===== src/rtl/sliding_window_median_filter_defines.svh =====
// Assertion macros for the sliding window median filter.
`ifndef SLIDING_WINDOW_MEDIAN_FILTER_DEFINES_SVH
`define SLIDING_WINDOW_MEDIAN_FILTER_DEFINES_SVH

// Same-cycle implication, sampled on clk_i, off while rst_ni is low.
`define SWMF_ASSERT_IMP(lbl, ante, cons, msg) \
  lbl: assert property (@(posedge clk_i) disable iff (!rst_ni) (ante) |-> (cons)) \
    else $error(msg);

// Next-cycle implication, sampled on clk_i, off while rst_ni is low.
`define SWMF_ASSERT_NXT(lbl, ante, cons, msg) \
  lbl: assert property (@(posedge clk_i) disable iff (!rst_ni) (ante) |=> (cons)) \
    else $error(msg);

`endif


===== src/rtl/swmf_pkg.sv =====
// Constants, types and the sorting step shared by the median filter modules.
package swmf_pkg;

  localparam int WINDOW      = 3;
  localparam int MAX_WIDTH   = 1024;
  localparam int HALF        = (WINDOW - 1) / 2;
  localparam int LINES       = WINDOW - 1;
  localparam int LINE_LEN    = MAX_WIDTH + HALF;
  localparam int TAPS        = WINDOW * WINDOW;
  localparam int MID         = TAPS / 2;

  localparam int COL_W       = $clog2(LINE_LEN);
  localparam int EXT_COL_W   = $clog2(LINE_LEN + 1);
  localparam int ROW_W       = 17;

  localparam int CFG_IDX_W    = 2;
  localparam int CFG_DATA_W   = 16;
  localparam int CFG_WIDTH_W  = 11;
  localparam int CFG_HEIGHT_W = 16;

  localparam logic [CFG_IDX_W-1:0]    CFG_IMAGE_WIDTH  = CFG_IDX_W'(0);
  localparam logic [CFG_IDX_W-1:0]    CFG_IMAGE_HEIGHT = CFG_IDX_W'(1);
  localparam logic [CFG_WIDTH_W-1:0]  WIDTH_RESET      = CFG_WIDTH_W'(1024);
  localparam logic [CFG_HEIGHT_W-1:0] HEIGHT_RESET     = CFG_HEIGHT_W'(1024);

  // Odd-even transposition sort, a few rounds per register stage.
  localparam int SORT_ROUNDS = 3;
  localparam int SORT_STAGES = (TAPS + SORT_ROUNDS - 1) / SORT_ROUNDS;

  localparam int FIFO_DEPTH  = 2 ** $clog2(SORT_STAGES + 4);
  localparam int FIFO_AW     = $clog2(FIFO_DEPTH);
  localparam int CNT_W       = $clog2(FIFO_DEPTH + 1);

  typedef logic [7:0] pix_t;
  typedef pix_t [TAPS-1:0] tap_vec_t;
  typedef pix_t [LINES-1:0] line_word_t;
  typedef pix_t [WINDOW-1:0][WINDOW-1:0] win_t;

  typedef struct packed {
    logic valid;
    logic emit;
    logic last;
  } tag_t;

  typedef struct packed {
    pix_t median;
    logic last;
  } out_entry_t;

  function automatic tap_vec_t sort_rounds(tap_vec_t v_in, int first);
    tap_vec_t v;
    pix_t     t;
    v = v_in;
    for (int k = 0; k < SORT_ROUNDS; k++) begin
      if (first + k < TAPS) begin
        for (int i = 0; i < TAPS - 1; i++) begin
          if ((i % 2) == ((first + k) % 2) && v[i] > v[i+1]) begin
            t      = v[i];
            v[i]   = v[i+1];
            v[i+1] = t;
          end
        end
      end
    end
    return v;
  endfunction

endpackage


===== src/rtl/swmf_median.sv =====
// Pipelined sorting network that picks the median of one window.
module swmf_median (
  input  logic                clk_i,
  input  logic                rst_ni,
  input  swmf_pkg::tag_t      in_tag_i,
  input  swmf_pkg::tap_vec_t  in_vals_i,
  output swmf_pkg::tag_t      out_tag_o,
  output swmf_pkg::pix_t      out_median_o
);

  swmf_pkg::tap_vec_t stage_in [swmf_pkg::SORT_STAGES];
  swmf_pkg::tag_t     tag_in   [swmf_pkg::SORT_STAGES];
  swmf_pkg::tap_vec_t stage_q  [swmf_pkg::SORT_STAGES];
  swmf_pkg::tag_t     tag_q    [swmf_pkg::SORT_STAGES];

  for (genvar s = 0; s < swmf_pkg::SORT_STAGES; s++) begin : g_stage
    if (s == 0) begin : g_first
      assign stage_in[s] = in_vals_i;
      assign tag_in[s]   = in_tag_i;
    end else begin : g_next
      assign stage_in[s] = stage_q[s-1];
      assign tag_in[s]   = tag_q[s-1];
    end

    always_ff @(posedge clk_i) begin
      stage_q[s] <= swmf_pkg::sort_rounds(stage_in[s], s * swmf_pkg::SORT_ROUNDS);
    end

    always_ff @(posedge clk_i or negedge rst_ni) begin
      if (!rst_ni) begin
        tag_q[s] <= '0;
      end else begin
        tag_q[s] <= tag_in[s];
      end
    end
  end

  assign out_tag_o    = tag_q[swmf_pkg::SORT_STAGES-1];
  assign out_median_o = stage_q[swmf_pkg::SORT_STAGES-1][swmf_pkg::MID];

endmodule


===== config.mk =====
export PLATFORM = sky130hd
export DESIGN_NAME = swmf_median
export DESIGN_NICKNAME = d
export VERILOG_FILES = /design/src/rtl/sliding_window_median_filter_defines.svh /design/src/rtl/swmf_pkg.sv /design/src/rtl/swmf_median.sv
export SDC_FILE = /design/constraint.sdc
export NUM_CORES = 1
export LEC_CHECK = 0
export BUFFER_PORTS_ARGS = -buffer_cell sky130_fd_sc_hd__clkbuf_2
export CAP_MARGIN = 20
export CORE_ASPECT_RATIO = 1.2
export CORE_UTILIZATION = 40
export DETAILED_ROUTE_END_ITERATION = 6
export HOLD_SLACK_MARGIN = 0.12
export PLACE_DENSITY = 0.69
export SLEW_MARGIN = 20
export SYNTH_ARGS = -nofsm -noshare
export SYNTH_HDL_FRONTEND = slang
export SYNTH_SLANG_ARGS = --single-unit
export TNS_END_PERCENT = 50

===== constraint.sdc =====
create_clock -name clk_i -period 8.7 [get_ports clk_i]
set_clock_uncertainty 0.1 [all_clocks]
set_input_delay 0.435 -clock clk_i [delete_from_list [all_inputs] [get_ports clk_i]]
set_output_delay 0.435 -clock clk_i [all_outputs]
set_load 0.01 [all_outputs]

After elaboration in Yosys (flattened, before gate mapping)

Memory sizes are Yosys's and may differ from the RTL's.
Cells that the tools add are included.

Multipliers: 0
Multiplexer cells: 36
Shifts and indexed selects: 0
Bitwise logic cells: 0
Div/mod/pow operators: 0
Reduce and logical (&&, ||, !) cells: 0
Magnitude comparators: 36
Equality and inequality tests: 0
$add $sub $neg: 0

Operator list:

| kind               | number |
|---|---|
| 16-bit two-way mux | 36 |
| 8-bit > comparator | 36 |

Memory bits (read-only): 0
Output and inout bits: 11
Register bits: 9
Memories kept: 1
Memory bits (writable): 216
Latch bits: 0
Word-level logic and storage cells: 82
Bits of input ports: 77

Memories:

| memory  | depth | bits a word | read ports | clocked after memory_dff | write ports | RTL line          | text |
|---|---|---|---|---|---|---|---|
| stage_q | 3     | 72          | 3          | 0                        | 3           | swmf_median.sv:13 | `swmf_pkg::tap_vec_t stage_q [swmf_pkg::SORT_STAGES];` |

Logic depth before layout (Yosys ltp)

Gate-level depths: netlist of run 1.

Depth after elaboration: 6
Gate-level depth with buffers: 32
Depth with buffers taken out: 30

Worst setup path before layout of run 1

No wires, ideal clock.

Kind: reg-to-reg
From: memory stage_q[0][17] (netlist bit)
To: memory stage_q[0][103] (netlist bit)
Data arrival time: 6,143 ps
Clock period less this slack: 6,363 ps
Stages on the path, launching flop included: 29
Setup time: 121 ps
Setup slack: 2,337 ps
Path buffers: 3
Data required time: 8,479 ps
Cells stage by stage: dfxtp_1 inv_1 ha_1 nor2b_1 o211a_1 o21a_1 nor2_1 clkbuf_1 mux2_2 ha_1 a21o_1 a21o_1 a21oi_1 nor2b_1 or4b_1 nand3_2 buf_4 mux2i_1 inv_1 ha_1 nor2b_1 o21a_1 o21ai_0 nand2b_1 a21oi_1 o21ai_0 o21ai_1 clkbuf_1 mux2_2

RTL lines:

| item            | RTL line |
|---|---|
| start, declared | swmf_median.sv:13 |

==> results.sh, run 1 <==
export IMPL_cts_setup_buffers=0
export IMPL_setup_tns_ns=0
export IMPL_vias=10760
export IMPL_ys_ff_latch=137
export IMPL_start_util=0.4055
export IMPL_syn_num_nets=1813
export IMPL_period_minus_slack_ns=6.774
export IMPL_ios=88
export IMPL_rsz0062_at_grt="false"
export IMPL_crit_type="register to register"
export IMPL_die_area_sq_um=34260
export IMPL_grt_pass1_wl_mm=50.16
export IMPL_synthAdderAreaFrac=0.2118
export IMPL_syn2layout_area_growth_pct=11.04
export IMPL_clock_sinks=137
export IMPL_clk_latency_ns=0.43
export IMPL_multi_input_area_sq_um=9585
export IMPL_io_buffers=87
export IMPL_cp_max_fo=23
export IMPL_most_common_layout_cells="mux2i_1, inv_1, ha_1"
export IMPL_synthCells=1509
export IMPL_slew_headroom=0.2764
export IMPL_cts_htree_levels=4
export IMPL_slew_violations=0
export IMPL_clockRootBuffer="clkbuf_16"
export IMPL_clockBufferDepth=2
export IMPL_status="finished, final reports clean"
export IMPL_grtUsageTotal=0.1784
export IMPL_dieWidth_um=169.1
export IMPL_cts_resized=0
export IMPL_hold_viol_final=0
export IMPL_synth_edf_count=0
export IMPL_ant_nets=0
export IMPL_synth_simple_area_share=0.08604
export IMPL_startpoint_type="register"
export IMPL_drt_wl_total_mm=30.38
export IMPL_hold_path_class="input port to register"
export IMPL_num_rows=73
export IMPL_synth_xor_area_share=0.005226
export IMPL_synth_compound_area_share=0.1274
export IMPL_wire_per_inst_um=14.79
export IMPL_die_h_um=202.6
export IMPL_synth_top_family_by_area="multiplexers"
export IMPL_cts_clk_slew_worst_paths_ns=0.06
export IMPL_regArea_sq_um=2788
export IMPL_gp_congestion=0.8888
export IMPL_critPathCaptureType="register"
export IMPL_cts_tree="yes"
export IMPL_syn_area_per_cell_sq_um=8.885
export IMPL_cap_viol_max_count=0
export IMPL_layout_drive_gt1_share=0.1640
export IMPL_syn_area_sq_um=13410
export IMPL_fmax_mhz=147.6
export IMPL_yosysSeqAreaShare=0.2079
export IMPL_drtIter0Drc=407
export IMPL_via_per_inst=5.239
export IMPL_mostFrequentLayoutCell="mux2i_1"
export IMPL_grt_overflow=0
export IMPL_tightest_slew_ns=1.085
export IMPL_nFillCells=3222
export IMPL_nets=1895
export IMPL_grt_max_degree=27
export IMPL_grt_antenna_before_repair=0
export IMPL_reg2reg_setup_slack_ns=1.93
export IMPL_core_sq_um=33060
export IMPL_antenna_cells=0
export IMPL_cp_required_ns=8.91
export IMPL_route_detailed_drc=0
export IMPL_yosysWarnings=0
export IMPL_fin_crit_sh=0.7787
export IMPL_ys_async_sr_fraction=0.06569
export IMPL_dr_pass1_iters=5
export IMPL_setup_violations=0
export IMPL_crit_arrival_ns=6.98
export IMPL_muxShareOfSynthArea=0.2828
export IMPL_synth_main_ff_cell="dfxtp_1"
export IMPL_synth_cell_type_count=62
export IMPL_grt_pass1_vias=10680
export IMPL_hpwl_mm=25.25
export IMPL_cts_buffers=17
==> through the flow <==
stage | worst slack [ns] | instances | hold slack [ns] | cell area, sq um | util
5_1_grt | 1.505 | 2054 | 0.1777 | 14890 | 0.4503
3_5_place_dp | 1.815 | 2018 | 0.1995 | 14280 | 0.4319
4_1_cts | 1.977 | 2054 | 0.1735 | 14870 | 0.4498
3_3_place_gp | 2.070 | 2018 | 0.1912 | 14280 | 0.4319
6_report | 1.926 | 2054 | 0.1773 | 14890 | 0.4503
2_1_floorplan | 2.337 | 1509 | 0.03941 | 13410 | -
==> cells in the mapped netlist (all sizes together) (2+ instances only) <==
master	number	area (sq um)
mux2i	241	2429
a21boi	2	18.77
clkbuf	23	86.33
buf	12	100.1
nand2	39	146.4
a21o	28	210.2
nor2b	27	171.4
o221a	2	22.52
inv	232	870.8
o2111ai	2	17.52
xnor2	7	61.31
or2	5	31.28
nor2	67	251.5
o21a	17	127.6
a211oi	5	37.54
nand4	23	143.9
and3	10	62.56
o22ai	7	56.30
nand3	27	140.1
dfrtp	9	225.2
nand3b	2	15.01
and4	5	43.79
a41oi	3	26.28
dfxtp	128	2562
ha	227	2840
o211ai	10	80.07
nor3	4	20.02
o41a	2	22.52
or4b	2	20.02
o21ai	66	345.3
nand2b	15	93.84
a21oi	127	646.9
mux2	119	1363
o31a	2	17.52
==> repair_timing <==
item,4_1_cts,5_1_grt
hold buffers,4,0
endpoints found under the hold margin,12,0
endpoints found under the setup margin,0,0
==> cell type report <==
| type | count | area share |
|---|---|---|
| clock buffers | 18 | 0.02950 |
| repair buffers | 98 | 0.03547 |
| inverters | 232 | 0.05849 |
| clock inverters | 14 | 0.007648 |
| well taps | 450 | 0.03782 |
| flip-flops and latches | 137 | 0.1872 |
| multi-input cells | 1105 | 0.6438 |
==> logic make-up (layout without fill, tap and decap cells) <==
family | after synthesis | in the layout
mux | 360 | 360
compound gates | 282 | 282
buf+inv | 267 | 362
simple gates | 228 | 228
fa+ha+maj | 227 | 227
flops | 137 | 137
xor+xnor | 8 | 8
==> worst max-delay path: stages, from the launching register on <==
cell and delay (ns):
dfxtp_1 0.38, inv_1 0.06, ha_1 0.27, nor2b_1 0.13
o211ai_1 0.20, a21oi_1 0.15, o21ai_2 0.82, nor2_1 0.08
a21oi_1 0.35, ha_1 0.32, a21o_1 0.16, a21o_1 0.16
a21oi_1 0.18, nor2b_1 0.25, or4b_1 0.48, nand3_2 0.32
mux2i_1 0.41, inv_1 0.09, ha_1 0.30, nor2b_1 0.13
o21a_1 0.16, o21ai_0 0.14, nand2b_1 0.08, a21oi_1 0.14
o21ai_0 0.08, o21ai_1 0.08, buf_4 0.25, mux2_2 0.38
==> per-layer routing <==
| metal | share of wire | vias to the layer above | global-route usage |
|---|---|---|---|
| li1 | - | 5506 | - |
| met1 | 0.45 | 5043 | 0.2106 |
| met2 | 0.51 | 163 | 0.3276 |
| met3 | 0.021 | 48 | 0.01891 |
| met4 | 0.025 | 0 | 0.06885 |
| met5 | 0 | - | 0 |
==> final timing paths <==
check	from	endpoint	depth (start not counted)
hold / removal	in_vals_i[69]	stage_q[0][69]	3
min in group asynchronous	rst_ni	tag_in[1]	2
setup / recovery	stage_q[0][33]	stage_q[0][101]	27
setup reg to reg	stage_q[0][33]	stage_q[0][101]	27
max in group asynchronous	rst_ni	tag_in[2]	2
hold reg to reg	tag_in[0]	out_tag_o[0]	0
==> sequential cells by signal (all words and copies together) (netlist names) <==
signal / flops
tag_in: 6
stage_q: 128
out_tag_o: 3
Power of run 1 is not shown: default switching activity piles up to over one toggle a cycle in this logic, so the estimate is an artifact.
==> run 2, diff against run 1 <==
--- a/config.mk
+++ b/config.mk
@@ -11,7 +11,7 @@
 export CORE_UTILIZATION = 40
 export DETAILED_ROUTE_END_ITERATION = 6
 export HOLD_SLACK_MARGIN = 0.12
-export PLACE_DENSITY = 0.69
+export PLACE_DENSITY = 0.71
 export SLEW_MARGIN = 20
 export SYNTH_ARGS = -nofsm -noshare
 export SYNTH_HDL_FRONTEND = slang
==> constraint.sdc (replaced) <==
create_clock -name clk_i -period 5.7 [get_ports clk_i]
set_clock_uncertainty 0.1 [all_clocks]
set_input_delay 0.285 -clock clk_i [delete_from_list [all_inputs] [get_ports clk_i]]
set_output_delay 0.285 -clock clk_i [all_outputs]
set_load 0.01 [all_outputs]
==> run 2 against run 1 <==
The flow now finishes with violations (design-rule violations). Via count rose by 6.0%. Non-clock buffer count grew 131. Cell count rose by 6.5%. Sequential share of layout area fell by 1.7 points. Critical path type unchanged. Largest cell class unchanged.
==> results.sh, run 2 (same netlist as run 1, synthesis figures left out) <==
export IMPL_status="finished with violations"
export IMPL_violations="design-rule violations"
export IMPL_tightest_slew_ns=0.6234
export IMPL_wire_per_inst_um=15.20
export IMPL_vias=11400
export IMPL_start_util=0.4055
export IMPL_cts_tree="yes"
export IMPL_largest_reg_flops=128
export IMPL_cp_required_ns=5.92
export IMPL_crit_type="register to register"
export IMPL_dpl_cell_area_sq_um=15160
export IMPL_cts_clk_slew_worst_paths_ns=0.06
export IMPL_reg2reg_from="stage_q[0][33]"
export IMPL_nets=2028
export IMPL_critical_path_top_delay_family="compound AO/OA/AOI/OAI gates"
export IMPL_hold_viol_final=0
export IMPL_fmax_mhz=177.4
export IMPL_layout_drive_gt1_share=0.2441
export IMPL_crit_buf_inv=7
export IMPL_core_sq_um=33060
export IMPL_route_detailed_drc=2
export IMPL_cts_buffers=17
export IMPL_hold_path_class="input port to asynchronous set/reset pin"
export IMPL_antenna_cells=0
export IMPL_slew_headroom=0.5800
export IMPL_via_per_inst=5.214
export IMPL_slew_violations=0
export IMPL_grt_antenna_before_repair=0
export IMPL_setup_violations=0
export IMPL_die_area_sq_um=34260
export IMPL_period_minus_slack_ns=5.637
export IMPL_clock_sinks=137
export IMPL_pre_cts_slack_ns=-0.2066
export IMPL_startpoint_type="register"
export IMPL_regMostFlops="stage_q"
export IMPL_clockRootBuffer="clkbuf_16"
export IMPL_fin_crit_sh=0.9890
export IMPL_io_buffers=87
export IMPL_dr_max_layer_used="met4"
export IMPL_slowest_delay_ns=0.43
export IMPL_wl_met1_mm=14.28
export IMPL_clockBufferDepth=2
export IMPL_cp_startpoint="stage_q[0][33]"
export IMPL_drtIter0Drc=446
export IMPL_crit_arrival_ns=5.86
export IMPL_grtUsageTotal=0.1904
export IMPL_ios=88
export IMPL_clk_latency_ns=0.43
export IMPL_drt_wl_total_mm=33.24
export IMPL_fin_util=0.4954
export IMPL_setup_tns_ns=0
export IMPL_die_h_um=202.6
export IMPL_mostFrequentLayoutCell="inv_1"
export IMPL_wl_met2_mm=17.42
export IMPL_nFillCells=3028
export IMPL_cts_htree_levels=4
export IMPL_dieWidth_um=169.1
export IMPL_critPathCaptureType="register"
export IMPL_syn2layout_area_growth_pct=22.16
export IMPL_stdcell_area_sq_um=16380
export IMPL_dr_pass1_iters=7
export IMPL_final_setup_worst_slack_ns=0.06265
export IMPL_grt_overflow=0
export IMPL_routed_wl_met3_um=743
export IMPL_ant_nets=0
export IMPL_gp_congestion=0.9076
export IMPL_cp_max_fo=8
export IMPL_most_common_layout_cells="inv_1, ha_1, mux2i_1"
export IMPL_grt_pass1_wl_mm=53.34
export IMPL_num_rows=73
export IMPL_grt_max_degree=25
export IMPL_grt_pass1_vias=11480
export IMPL_hpwl_mm=26.81
export IMPL_cap_viol_max_count=0
export IMPL_critPathSlowestCell="mux2i_1"
==> run 2: layout make-up <==
class / count / area, sq um / area share
Sequential cell: 137 / 2791 / 0.1704
Timing Repair Buffer: 229 / 1657 / 0.1011
Multi-Input combinational cell: 1107 / 9908 / 0.6049
Clock buffer: 21 / 481.7 / 0.02941
Tap cell: 450 / 563.0 / 0.03437
Inverter: 232 / 870.8 / 0.05317
Clock inverter: 11 / 107.6 / 0.006569
==> run 2: worst register-to-register path, delay by kind of cell, from the launching register on <==
| family | cells | cell delay, ns |
|---|---|---|
| AO/OA/AOI/OAI | 11 | 1.85 |
| multiplexers | 3 | 1.02 |
| adder cells (fa/ha/maj) | 3 | 0.86 |
| buffers and inverters | 7 | 0.81 |
| AND/OR/NAND/NOR | 4 | 0.52 |
| flip-flops | 1 | 0.36 |
==> run 2: metal layers <==
layer  vias to the layer above  global-route usage
li1                       5794                   -
met1                      5384              0.2169
met2                       174              0.3546
met3                        51             0.02417
met4                         0             0.07658
met5                         -                   0
==> run 2: timing repair <==
action / 4_1_cts / 5_1_grt
resized for setup: 7 / 66
endpoints found under the hold margin: 23 / 0
pin swaps: 1 / 10
setup buffers: 1 / 17
hold buffers: 15 / 0
gates cloned: 1 / 1
endpoints found under the setup margin: 40 / 97
==> run 2: final timing paths <==
kind	endpoint	slack [ns]	cells after the start
worst max-delay path	stage_q[0][100]	0.06	28
worst min-delay path	out_tag_o[1]	0.14	2
worst max register to register	stage_q[0][100]	0.06	28
worst min register to register	tag_in[0]	0.25	0
max in group asynchronous	tag_in[3]	5.17	2
min in group clk_i	stage_q[0][1]	0.14	3
==> run 2: stage by stage <==
| step | instances | hold WS [ns] |
|---|---|---|
| after CTS | 2170 | 0.1226 |
| after floorplan | 1509 | -0.1106 |
| final | 2187 | 0.1381 |
| after global placement | 2121 | 0.04256 |
| after detailed placement | 2121 | 0.04761 |
| after global routing | 2187 | 0.1402 |
Power of run 2 is left out for the same reason.
==> run 3, diff against run 2 <==
--- a/config.mk
+++ b/config.mk
@@ -6,8 +6,8 @@
 export NUM_CORES = 1
 export LEC_CHECK = 0
 export BUFFER_PORTS_ARGS = -buffer_cell sky130_fd_sc_hd__clkbuf_2
-export CAP_MARGIN = 20
-export CORE_ASPECT_RATIO = 1.2
+export CAP_MARGIN = 40
+export CORE_ASPECT_RATIO = 1.5
 export CORE_UTILIZATION = 40
 export DETAILED_ROUTE_END_ITERATION = 6
 export HOLD_SLACK_MARGIN = 0.12
==> run 3 against run 2 <==
The run now ends clean. Global-route usage grew 0.43 points. Setup slack gained 0.14 ns. Highest routed layer unchanged. Count of clock-buffer cells in the layout shrank 2. Routed wire length grew 1.5%. First-iteration DRC count shrank 17%. Critical path depth shrank 2. Register-to-register slack gained 0.14 ns. Worst hold slack is essentially flat. Cell area grew 0.11%.
==> results.sh, run 3 (same netlist as run 1, synthesis figures left out) <==
export IMPL_crit_type="register to register"
export IMPL_drtIter0Drc=371
export IMPL_regMostFlops="stage_q"
export IMPL_route_detailed_drc=0
export IMPL_clockRootBuffer="clkbuf_16"
export IMPL_slew_violations=0
export IMPL_core_sq_um=32840
export IMPL_grt_overflow=0
export IMPL_pre_cts_slack_ns=-0.05285
export IMPL_stdcell_area_sq_um=16400
export IMPL_via_per_inst=5.319
export IMPL_startpoint_type="register"
export IMPL_critPathSlowestCell="or4b_4"
export IMPL_dr_pass1_iters=5
export IMPL_hpwl_mm=27.44
export IMPL_die_area_sq_um=34270
export IMPL_nets=2022
export IMPL_slowest_delay_ns=0.47
export IMPL_mostFrequentLayoutCell="inv_1"
export IMPL_multi_input_area_sq_um=9957
export IMPL_clk_latency_ns=0.43
export IMPL_slew_headroom=0.5483
export IMPL_grt_pass1_wl_mm=52.93
export IMPL_clock_sinks=137
export IMPL_num_rows=81
export IMPL_clockBufferDepth=2
export IMPL_dpl_cell_area_sq_um=14960
export IMPL_tightest_slew_ns=0.6704
export IMPL_grt_max_degree=24
export IMPL_gp_congestion=0.8929
export IMPL_rsz0062_at_grt="true"
export IMPL_start_util=0.4083
export IMPL_io_buffers=87
export IMPL_fin_crit_sh=0.9636
export IMPL_cts_buffers=17
export IMPL_critPathCaptureType="register"
export IMPL_hold_viol_final=0
export IMPL_hold_ws_ns=0.1385
export IMPL_syn2layout_area_growth_pct=22.29
export IMPL_dieWidth_um=151.5
export IMPL_wire_per_inst_um=15.71
export IMPL_ant_nets=0
export IMPL_period_minus_slack_ns=5.492
export IMPL_nFillCells=2988
export IMPL_grt_pass1_vias=11460
export IMPL_ios=88
export IMPL_largest_reg_flops=128
export IMPL_regArea_sq_um=2790
export IMPL_cts_htree_levels=4
export IMPL_drt_wl_total_mm=33.72
export IMPL_cts_clk_slew_worst_paths_ns=0.06
export IMPL_grtUsageTotal=0.1947
export IMPL_cp_required_ns=5.95
export IMPL_layout_drive_gt1_share=0.2473
export IMPL_crit_arrival_ns=5.74
export IMPL_setup_violations=0
export IMPL_grt_antenna_before_repair=0
export IMPL_die_h_um=226.2
export IMPL_fmax_mhz=182.1
export IMPL_status="finished, final reports clean"
export IMPL_antenna_cells=0
export IMPL_most_common_layout_cells="inv_1, ha_1, mux2i_1"
export IMPL_cp_max_fo=8
export IMPL_hold_path_class="input port to asynchronous set/reset pin"
export IMPL_cap_viol_max_count=0
export IMPL_final_setup_worst_slack_ns=0.2076
export IMPL_vias=11410
export IMPL_critPathMostFrequentCell="ha_1"
export IMPL_cts_tree="yes"
run 3: changes by cell type in the layout (fill, tap and decap cells not counted), moves of 3 or more:
cell        before  now
buf_4          113  102
mux2i_1        224  216
buf_6            6   12
mux2i_4          4   10
o21ai_2          2    7
o21ai_0         44   40
bufinv_16        1    4
clkinvlp_4       5    2
o21ai_4          6    3
run 3: timing repair:
| item | in CTS | in global routing |
|---|---|---|
| cloned | 0 | 2 |
| gates resized for setup | 5 | 87 |
| setup buffers | 2 | 26 |
| hold buffers | 16 | 0 |
| pin swaps | 1 | 12 |
| endpoints found under the setup margin | 24 | 85 |
| endpoints found under the hold margin | 25 | 0 |
run 3: critical path, delay by kind of cell (launching register included):
kind / cells / cell delay (ns)
flip-flops: 1 / 0.32
buffers and inverters: 4 / 0.43
AND/OR/NAND/NOR: 7 / 1.31
multiplexers: 3 / 0.83
adder cells (fa/ha/maj): 3 / 0.91
AO/OA/AOI/OAI: 9 / 1.51
run 3: final cells by class:
class	instances	area share
well taps	415	0.03167
repair buffers	224	0.09981
inverters	232	0.05311
clock inverters	13	0.01160
multi-input cells	1106	0.6072
flip-flops and latches	137	0.1702
clock buffers	19	0.02640
run 3: final timing paths:
| check | start | end | slack [ns] | cells after the start |
|---|---|---|---|---|
| worst max-delay path | stage_q[0][17] | stage_q[0][105] | 0.21 | 26 |
| worst min-delay path | rst_ni | tag_in[2] | 0.14 | 2 |
| worst max register to register | stage_q[0][17] | stage_q[0][105] | 0.21 | 26 |
| worst min register to register | tag_in[3] | tag_in[0] | 0.25 | 0 |
| max in group asynchronous | rst_ni | out_tag_o[1] | 5.18 | 2 |
| min in group clk_i | in_vals_i[0] | stage_q[0][8] | 0.14 | 3 |
run 3: through the flow:
step | std cells | setup TNS (ns) | util
3_5_place_dp | 2068 | -0.7138 | 0.4556
5_1_grt | 2146 | -1.060 | 0.4994
3_3_place_gp | 2065 | -0.8029 | 0.4547
6_report | 2146 | 0 | 0.4994
4_1_cts | 2118 | 0 | 0.4805
2_1_floorplan | 1509 | -0.6927 | -
run 3: layer usage:
layer  vias up  wire (um)  track usage
met4         0       1377      0.08806
met3        87        498      0.02000
met2       173      18810       0.3853
met5         -          0            0
met1      5368      13040       0.1983
li1       5786          -            -
Power of run 3 is left out for the same reason.
